<file path="config.mk">
export PLATFORM = sky130hd
export DESIGN_NAME = skl_cell
export DESIGN_NICKNAME = d
export VERILOG_FILES = /design/src/skl_pkg.sv /design/src/skl_cell.sv
export SDC_FILE = /design/constraint.sdc
export NUM_CORES = 1
export LEC_CHECK = 0
export BUFFER_PORTS_ARGS = -buffer_cell sky130_fd_sc_hd__buf_4
export CORE_UTILIZATION = 46
export DETAILED_ROUTE_END_ITERATION = 12
export PLACE_DENSITY = 0.89
export SKIP_LAST_GASP = 1
export SYNTH_ARGS = -nofsm -noshare
export SYNTH_HDL_FRONTEND = slang
export SYNTH_SLANG_ARGS = --single-unit
</file>
<file path="constraint.sdc">
create_clock -name clock -period 4.5 [get_ports clock]
set_input_delay 0.9 -clock clock [delete_from_list [all_inputs] [get_ports clock]]
set_output_delay 0.9 -clock clock [all_outputs]
set_load 0.02 [all_outputs]
</file>
<file path="src/skl_pkg.sv">
// Shared types and constants for the sorted candidate list.
// No dependencies; imported by skl_cell and sorted_knn_list_insert.
`timescale 1ns / 1ps
package skl_pkg;

   localparam int LIST_DEPTH = 64;
   localparam int CNT_W      = $clog2(LIST_DEPTH + 1);
   localparam int CAP_W      = 7;
   localparam int ID_W       = 32;
   localparam int KEY_W      = 32;
   localparam int OP_W       = 2;
   localparam int STATUS_W   = 3;
   localparam int RIDX_W     = 6;

   localparam logic [OP_W-1:0] OP_INSERT = 2'd0;
   localparam logic [OP_W-1:0] OP_READ   = 2'd1;
   localparam logic [OP_W-1:0] OP_CLEAR  = 2'd2;
   localparam logic [OP_W-1:0] OP_UNUSED = 2'd3;

   localparam logic [STATUS_W-1:0] ST_INSERTED  = 3'd0;
   localparam logic [STATUS_W-1:0] ST_DUPLICATE = 3'd1;
   localparam logic [STATUS_W-1:0] ST_DROPPED   = 3'd2;
   localparam logic [STATUS_W-1:0] ST_READ_OK   = 3'd3;
   localparam logic [STATUS_W-1:0] ST_READ_EMPTY= 3'd4;
   localparam logic [STATUS_W-1:0] ST_CLEARED   = 3'd5;

   // Broadcast from the controller to every cell.
   typedef struct packed {
      logic             eval_en;
      logic             wr_en;
      logic [CNT_W-1:0] fill;
      logic [CNT_W-1:0] pos;
      logic [CNT_W-1:0] last;
      logic [ID_W-1:0]  id;
      logic [KEY_W-1:0] key;
   } skl_cmd_type;

   // Compare flags a cell reports back.
   typedef struct packed {
      logic le;
      logic dup;
   } skl_flag_type;

endpackage

</file>
<file path="src/skl_cell.sv">
// One slot of the sorted list: holds an id/key pair and its compare flags.
// Depends on skl_pkg.
`timescale 1ns / 1ps
module skl_cell
   import skl_pkg::*;
(
   input  logic                clock,
   input  logic [CNT_W-1:0]    cell_index,
   input  skl_cmd_type         cmd,
   input  logic [ID_W-1:0]     prev_id,
   input  logic [KEY_W-1:0]    prev_key,
   output logic [ID_W-1:0]     cell_id,
   output logic [KEY_W-1:0]    cell_key,
   output skl_flag_type        flags
);

   logic [ID_W-1:0]  id_ff,  id_in;
   logic [KEY_W-1:0] key_ff, key_in;
   skl_flag_type     flag_ff, flag_in;
   logic             in_use;

   always_comb begin
      in_use  = cell_index < cmd.fill;
      flag_in = flag_ff;
      id_in   = id_ff;
      key_in  = key_ff;
      if (cmd.eval_en) begin
         flag_in.le  = in_use && (key_ff <= cmd.key);
         flag_in.dup = in_use && (key_ff == cmd.key) && (id_ff == cmd.id);
      end
      if (cmd.wr_en) begin
         // load the candidate at its slot, shift the tail one place down
         if (cell_index == cmd.pos) begin
            id_in  = cmd.id;
            key_in = cmd.key;
         end else if ((cell_index > cmd.pos) && (cell_index <= cmd.last)) begin
            id_in  = prev_id;
            key_in = prev_key;
         end
      end
   end

   always_ff @(posedge clock) begin
      id_ff   <= id_in;
      key_ff  <= key_in;
      flag_ff <= flag_in;
   end

   assign cell_id  = id_ff;
   assign cell_key = key_ff;
   assign flags    = flag_ff;

endmodule

</file>
==> flow_summary.yaml, run 1 <==
grt:
  grtUsageTotal: 0.232
  grt_first_pass_wirelength_mm: 17.8
  grt_max_degree: 65
  grt_pass1_vias: 3835
  grt.overflow.total: 0
  antenna_found_initial: 0
sta:
  tightest_slew_ns: 0.836
  slew_headroom: 0.442
  finalSetupViolations: 0
  finalWorstSetupSlack_ns: 1.86
  fmax_mhz: 379
  period_share: 0.586
  rsz0062_at_grt: "no"
  clock-skew-final_ns: 0.0128
  hold_viol_final: 0
  slew_viol_final: 0
  setup_tns_ns: 0
  min_period_ns: 2.64
clocking:
  htreeDepth: 3
  cts_resized: 0
  cts_tree: "yes"
  cts-root-buf: "clkbuf_8"
  hold_buffers: 0
  clkTransAtPathRegs_ns: 0.07
  cts.sinks: 66
  post-cts-setup-buffers: 0
  cts_buffers: 9
  insertion_delay_ns: 0.36
  cts_max_path_buffers: 2
critical_path:
  r2r_slack_ns: 2.26
  crit_type: "in2reg"
  cpMostUsedCell: "buf_4"
  timing.rr.end: "flags[1]"
  crit_slowest_cell: "buf_4"
  start_kind: "input pin"
  worstPathRequired_ns: 4.60
  arrival_ns: 2.73
  crit_fanout: 64
  worst_setup_path_end_kind: "flip-flop"
  timing.rr.start: "cell_key[14]"
  slowest_delay_ns: 0.67
  cp_cell_sequence: "buf_4 -> ha_1 -> nand4_1 -> nor2_4 -> buf_4 -> mux2_2"
  reg2regPathDepth: 7
final_layout:
  drive_above_1_share: 0.495
  diodes: 0
  nFillCells: 701
  syn_to_final_growth_pct: 46.4
  multi_input_area_um2: 2200
  stdcell_count: 723
  nets: 800
  seq_area_um2: 1980
synth:
  netlist_instances: 359
  syn_nets: 570
  synth_area_per_cell_um2: 12.3
  ys_ff_latch: 66
  yosysSeqAreaShare: 0.449
  yosysUniqueCellTypes: 35
  synth_warnings: 0
  ys.flop_type: "edfxtp_1"
  synth-edff-count: 66
  synthArstFlopShare: 0
  synth_area_um2: 4410
floorplan:
  start_util: 0.475
  io_pins: 225
  rows: 35
  dieHeight_um: 100
  coreArea_um2: 9280
  die_x_um: 100
  die_area_um2: 9990
power_and_ir_drop:
  p_leak_nw: 3.03
  vdd_drop_max_mv: 0.201
  p_per_area_nw_per_um2: 291
drt:
  postRouteAntennaNets: 0
  wl_per_cell_um: 16.0
  drt-total-wl_mm: 11.6
  drt-vias-per-instance: 5.08
  firstDrtPassIters: 4
  drt-initial-drc-count: 80
  drc: 0
  via_count: 3670
placed_design:
  dpl_worst_slack_ns: 1.49
  gp_congestion: 0.893
  dpl.hpwl_mm: 9.27
  placement.io_buffers: 224
  dp.cells: 707
job:
  cap_violations: 0
worst_hold_path:
  holdPathEnd: "flags[0]"
  hold_path_class: "in2reg"
  min_from: "cmd[86]"
  hold-path-cell-count: 1
status:
  outcome: "complete, no violations"
[synth_stat cells (all sizes together) (2+ instances only)]
master,instances,area (um^2)
ha,52,651
a221oi,2,23.8
nor2b,3,18.8
xor2,32,280
o21a,2,15.0
nand3,8,40.0
buf,7,47.6
o21ai,5,25.0
nor4,9,62.6
o211ai,2,15.0
a21oi,16,80.1
nand2,6,22.5
inv,52,195
a21o,8,60.1
mux2,64,721
and4,4,37.5
nand4,8,50.1
edfxtp,66,1980
nor2,3,11.3
[kinds of logic (layout without fill, tap and decap cells)]
| family | after synthesis | after routing | share of synthesized area |
|---|---|---|---|
| AOI/OAI and AO/OA | 41 | 41 | 0.0612 |
| adders and majority gates | 52 | 52 | 0.147 |
| DFF | 66 | 66 | 0.449 |
| buffers and inverters | 59 | 294 | 0.0550 |
| muxes | 64 | 64 | 0.163 |
| and+or+nand+nor | 45 | 45 | 0.0607 |
| xor gates and xnor gates | 32 | 32 | 0.0635 |
[cell usage in the layout (no fill, tap or decap), types with 2 or more instances in the layout]
master	count
buf_4	225
edfxtp_1	66
inv_1	52
ha_1	52
mux2_2	47
xor2_1	32
mux2_1	17
a21oi_1	16
clkbuf_8	9
nand4_1	8
nand3_1	8
a21o_1	8
nor4_1	8
nand2_1	6
and4_1	3
nor2b_1	3
o21ai_0	3
o21ai_1	2
nor2_1	2
o211ai_1	2
bufinv_16	2
clkinv_2	2
clkinvlp_4	2
[registers in the layout (all words and copies together), names as in the netlist]
signal / cells
flags: 2
cell_key: 32
cell_id: 32
[through the flow]
stage	total power [W]	hold WS, ns	instance area [um^2]	util
finish	0.00188	0.762	6460	0.696
global route	0.00196	0.749	6460	0.696
CTS	0.00189	0.746	6460	0.696
detailed placement	0.00134	0.851	6250	0.673
global placement	0.00131	0.849	6250	0.673
floorplan	0.00106	0.938	4410	-
[area by class of cell]
type / count / share of cell area
clock buffers: 9 / 0.0192
well taps: 129 / 0.0250
flip-flops and latches: 66 / 0.307
multi-input cells: 234 / 0.340
inverters: 52 / 0.0302
clock inverters: 7 / 0.0145
repair buffers: 226 / 0.264
[layer usage]
metal  track usage  share of wire  wire, um
met1         0.240           0.38      4370
met2         0.438           0.53      6150
met3        0.0641          0.070       808
met4        0.0984          0.023       261
met5             0              0         0
[power breakdown]
| part | switching, W | total [W] | internal, W |
|---|---|---|---|
| clock | 0.000249 | 0.000560 | 0.000311 |
| sequential | 0.0000417 | 0.000797 | 0.000755 |
| combinational | 0.000255 | 0.000524 | 0.000269 |
| total | 0.000546 | 0.00188 | 0.00133 |
[critical path, delay by kind of cell]
family                     cells  cell delay (ns)
adders and majority gates      1             0.30
buffers and inverters          2             0.79
muxes                          1             0.42
and+or+nand+nor                2             0.30
[worst max path at each step]
stage                     slack [ns]     startpoint           to  cells past startpoint
after floorplan                 0.76        cmd[75]   cell_id[0]                      7
after global placement          1.53  cell_index[4]  cell_id[29]                      6
after detailed placement        1.49  cell_index[4]   cell_id[3]                      6
after CTS                       1.86  cell_index[4]  cell_id[10]                      6
after global routing            1.74  cell_index[4]  cell_id[10]                      6
final                           1.86  cell_index[4]  cell_id[10]                      6
No activity file was read; power rests on OpenSTA's default activity.
==> inputs of run 2 (changes only) <==
--- a/config.mk
+++ b/config.mk
@@ -6,9 +6,9 @@
 export NUM_CORES = 1
 export LEC_CHECK = 0
 export BUFFER_PORTS_ARGS = -buffer_cell sky130_fd_sc_hd__buf_4
-export CORE_UTILIZATION = 46
+export CORE_UTILIZATION = 42
 export DETAILED_ROUTE_END_ITERATION = 12
-export PLACE_DENSITY = 0.89
+export PLACE_DENSITY = 0.86
 export SKIP_LAST_GASP = 1
 export SYNTH_ARGS = -nofsm -noshare
 export SYNTH_HDL_FRONTEND = slang
==> constraint.sdc (replaced) <==
create_clock -name clock -period 2.3 [get_ports clock]
set_input_delay 0.46 -clock clock [delete_from_list [all_inputs] [get_ports clock]]
set_output_delay 0.46 -clock clock [all_outputs]
set_load 0.02 [all_outputs]
==> run 2 against run 1 <==
Register-to-register slack worse by 2.1 ns; cell count rose by 1.5%; highest routed layer unchanged; clock power increased by 95%.
==> flow_summary.yaml, run 2 (synthesized netlist as in run 1, its figures left out) <==
status:
  outcome: "complete, no violations"
drt:
  firstDrtPassIters: 6
  drt-initial-drc-count: 162
  via_count: 3697
  drt-vias-per-instance: 5.04
  wl_per_cell_um: 15.7
  drc: 0
  postRouteAntennaNets: 0
  drt-total-wl_mm: 11.5
clocking:
  htreeDepth: 3
  cts_buffers: 9
  hold_buffers: 0
  cts-root-buf: "clkbuf_8"
  insertion_delay_ns: 0.35
  cts_max_path_buffers: 2
  cts_tree: "yes"
  clkTransAtPathRegs_ns: 0.07
  cts.sinks: 66
sta:
  hold_slack_ns: 0.320
  clock-skew-final_ns: 0.00993
  min_period_ns: 2.12
  rsz0062_at_grt: "no"
  slew_headroom: 0.752
  fmax_mhz: 472
  tightest_slew_ns: 0.369
  period_share: 0.921
  finalSetupViolations: 0
  hold_viol_final: 0
  slew_viol_final: 0
grt:
  grt.overflow.total: 0
  grt_first_pass_wirelength_mm: 18.4
  grt_max_degree: 40
  grtUsageTotal: 0.215
  antenna_found_initial: 0
  grt_pass1_vias: 3965
final_layout:
  syn_to_final_growth_pct: 48.9
  final_common_cell: "buf_4"
  finish.utilization: 0.640
  nets: 804
  drive_above_1_share: 0.505
  design_area_um2: 6570
  diodes: 0
  layout_common_cells: "226 x buf_4, 66 x edfxtp_1, 51 x inv_1, 51 x ha_1, 47 x mux2_2"
placed_design:
  placement.io_buffers: 224
  dpl.hpwl_mm: 9.44
  gp_congestion: 0.880
  place_area_um2: 6350
job:
  cap_violations: 0
critical_path:
  start_kind: "flip-flop"
  worstPathRequired_ns: 2.50
  crit_slowest_cell: "o41ai_2"
  slowest_delay_ns: 0.42
  crit_buf_inv: 0
  crit_type: "reg2reg"
  crit_fanout: 3
  r2r_slack_ns: 0.18
  worst_setup_path_end_kind: "flip-flop"
  cp_cell_sequence: "ha_1 -> a21oi_1 -> nand2_1 -> a21o_1 -> o41ai_2 -> o211ai_1 -> a21oi_1"
  cp_top_family: "compound AO/OA/AOI/OAI gates"
  arrival_ns: 2.32
  cpMostUsedCell: "a21oi_1"
floorplan:
  die_x_um: 105
  dieHeight_um: 105
  die_area_um2: 10900
  start_util: 0.430
  rows: 37
  coreArea_um2: 10300
  io_pins: 225
power_and_ir_drop:
  p_leak_nw: 3.07
  p_per_area_nw_per_um2: 562
  vdd_drop_max_mv: 0.410
worst_hold_path:
  hold_path_class: "in2reg"
run 2: worst paths after layout:
kind | depth (start not counted) | start | endpoint
max | 7 | cell_key[14] | flags[1]
min | 1 | cmd[86] | flags[1]
max reg2reg | 7 | cell_key[14] | flags[1]
min reg2reg | 4 | cell_id[14] | flags[0]
run 2: worst reg2reg max path: cells and delay by family, from the launching register on:
family | cells | cell delay [ns]
simple gates | 1 | 0.07
fa+ha+maj | 1 | 0.32
compound gates | 5 | 1.21
flops | 1 | 0.39
run 2: report_power, final:
part / internal [W] / total [W] / switching [W] / leakage, nW
combinational: 0.000540 / 0.00104 / 0.000502 / 2.35
clock: 0.000608 / 0.00109 / 0.000485 / 0.105
sequential: 0.00148 / 0.00156 / 0.0000799 / 0.610
run 2: final cells by class:
cell class / count / area, um^2
Timing Repair Buffer: 230 / 1780
Tap cell: 136 / 170
Fill cell: 815 / 3700
Multi-Input combinational cell: 234 / 2230
Sequential cell: 66 / 1980
Clock inverter: 7 / 93.8
Clock buffer: 9 / 124
Inverter: 52 / 195
run 2: what timing repair did:
action	in CTS	in global routing
endpoints found under the setup margin	0	1
gates resized for setup	0	1
buffers inserted	0	0
run 2: stage by stage:
step / setup TNS [ns] / setup slack (ns) / cells / total power, W
global route: 0 / 0.0265 / 734 / 0.00386
global placement: -0.124 / -0.124 / 718 / 0.00259
CTS: 0 / 0.0451 / 734 / 0.00372
floorplan: 0 / 0.0205 / 359 / 0.00208
detailed placement: -0.135 / -0.135 / 718 / 0.00263
finish: 0 / 0.182 / 734 / 0.00369
run 2: layer usage:
metal  up-vias  share of wire  GRT usage
li1       1791              -          -
met1      1734           0.39      0.231
met2       145           0.53      0.391
met3        27          0.066     0.0558
met4         0          0.023     0.0980
met5         -              0          0
==> inputs of run 3 (changes only) <==
--- a/config.mk
+++ b/config.mk
@@ -6,10 +6,10 @@
 export NUM_CORES = 1
 export LEC_CHECK = 0
 export BUFFER_PORTS_ARGS = -buffer_cell sky130_fd_sc_hd__buf_4
+export CORE_MARGIN = 5
 export CORE_UTILIZATION = 42
 export DETAILED_ROUTE_END_ITERATION = 12
 export PLACE_DENSITY = 0.86
-export SKIP_LAST_GASP = 1
 export SYNTH_ARGS = -nofsm -noshare
 export SYNTH_HDL_FRONTEND = slang
 export SYNTH_SLANG_ARGS = --single-unit
==> run 3 against run 2 <==
Combinational power about the same; non-clock buffer count is 1 lower; clock-buffer cell count stayed put; total power about the same; maximum frequency decreased by 2.6%; sequential power about the same; worst hold slack improved by 0.0020 ns; final area rose by 0.11%; critical path type unchanged; critical path depth unchanged.
==> flow_summary.yaml, run 3 (synthesized netlist as in run 1, its figures left out) <==
final_layout:
  layout_common_cells: "225 x buf_4, 66 x edfxtp_1, 51 x inv_1, 51 x ha_1, 47 x mux2_2"
  seq_area_um2: 1980
  nFillCells: 801
  multi_input_area_um2: 2250
  final_common_cell: "buf_4"
  drive_above_1_share: 0.504
  nets: 803
  diodes: 0
  syn_to_final_growth_pct: 49.1
floorplan:
  coreArea_um2: 10300
  die_area_um2: 12700
  io_pins: 225
  rows: 37
  dieHeight_um: 113
  start_util: 0.430
  die_x_um: 113
critical_path:
  cp_top_family: "compound AO/OA/AOI/OAI gates"
  worstPathRequired_ns: 2.39
  crit_type: "reg2reg"
  cp_cell_sequence: "ha_1 -> nand4_1 -> nor3_1 -> a21boi_2 -> o41ai_4 -> o211ai_1 -> a21oi_1"
  arrival_ns: 2.26
  slowest_delay_ns: 0.41
  r2r_slack_ns: 0.13
  crit_buf_inv: 0
  worst_setup_path_end_kind: "flip-flop"
  crit_fanout: 3
  start_kind: "flip-flop"
  crit_slowest_cell: "edfxtp_1"
drt:
  firstDrtPassIters: 4
  drc: 0
  drt-initial-drc-count: 154
  via_count: 3639
  postRouteAntennaNets: 0
  drt-total-wl_mm: 12.4
  wl_per_cell_um: 16.9
  drt-vias-per-instance: 4.96
clocking:
  cts_buffers: 9
  cts.sinks: 66
  htreeDepth: 3
  cts_max_path_buffers: 2
  post-cts-setup-buffers: 0
  cts-root-buf: "clkbuf_8"
  insertion_delay_ns: 0.35
  cts_tree: "yes"
  hold_buffers: 0
  clkTransAtPathRegs_ns: 0.07
sta:
  clock-skew-final_ns: 0.0113
  finalSetupViolations: 0
  tightest_slew_ns: 0.452
  slew_viol_final: 0
  finalWorstSetupSlack_ns: 0.125
  hold_slack_ns: 0.322
  period_share: 0.946
  slew_headroom: 0.697
  hold_viol_final: 0
  fmax_mhz: 460
  min_period_ns: 2.17
  rsz0062_at_grt: "no"
grt:
  grt_pass1_vias: 4005
  grtUsageTotal: 0.191
  grt_first_pass_wirelength_mm: 19.2
  grt.overflow.total: 0
  antenna_found_initial: 0
  grt_max_degree: 37
placed_design:
  dpl.hpwl_mm: 10.3
  gp_congestion: 0.892
  dpl_worst_slack_ns: -0.173
  placement.io_buffers: 224
power_and_ir_drop:
  vdd_drop_max_mv: 0.416
  p_per_area_nw_per_um2: 562
  p_leak_nw: 3.06
  p_total_w: 0.00370
worst_hold_path:
  hold_path_class: "in2reg"
status:
  outcome: "complete, no violations"
job:
  cap_violations: 0
## run 3: cell types whose count changed in the layout (fill, tap and decap cells not counted)
cell	before	now
clkinvlp_4	2	4
a21boi_2	0	1
o41ai_4	0	1
clkinv_2	2	0
a21boi_1	1	0
clkinv_1	0	1
buf_4	226	225
o41ai_2	1	0
clkinv_4	1	0
## run 3: path summary, 6_finish.rpt
check,start,end,cells after the start
worst min register to register,cell_id[4],flags[0],4
worst max-delay path,cell_key[14],flags[1],7
worst min-delay path,cmd[86],flags[1],1
worst max register to register,cell_key[14],flags[1],7
## run 3: what timing repair did
action,4_1_cts,5_1_grt
resized for setup,1,2
setup endpoints to repair,1,1
pin swaps,0,1
## run 3: layout make-up
class / count / area share
Tap cell: 136 / 0.0259
Timing Repair Buffer: 229 / 0.269
Clock buffer: 9 / 0.0188
Inverter: 52 / 0.0297
Clock inverter: 7 / 0.0143
Multi-Input combinational cell: 234 / 0.341
Sequential cell: 66 / 0.301
## run 3: layer usage
metal,routed length (um),track usage,share of wire
met5,0,0,0
met4,182,0.0561,0.015
met3,978,0.0609,0.079
met2,6600,0.357,0.53
met1,4600,0.205,0.37
## run 3: power by group
part           leakage, nW  switching, W  internal, W
Combinational         2.35      0.000511     0.000538
Sequential           0.610     0.0000800      0.00148
Clock               0.0951      0.000482     0.000606
Total                 3.06       0.00107      0.00262
## run 3: stage by stage
step | cells | utilization | TNS (ns) | instance area, um^2
after floorplan | 359 | - | 0 | 4440
after global placement | 717 | 0.617 | -0.0797 | 6340
after detailed placement | 717 | 0.617 | -0.173 | 6340
after CTS | 733 | 0.639 | 0 | 6570
after global routing | 733 | 0.640 | 0 | 6580
final | 733 | 0.640 | 0 | 6580
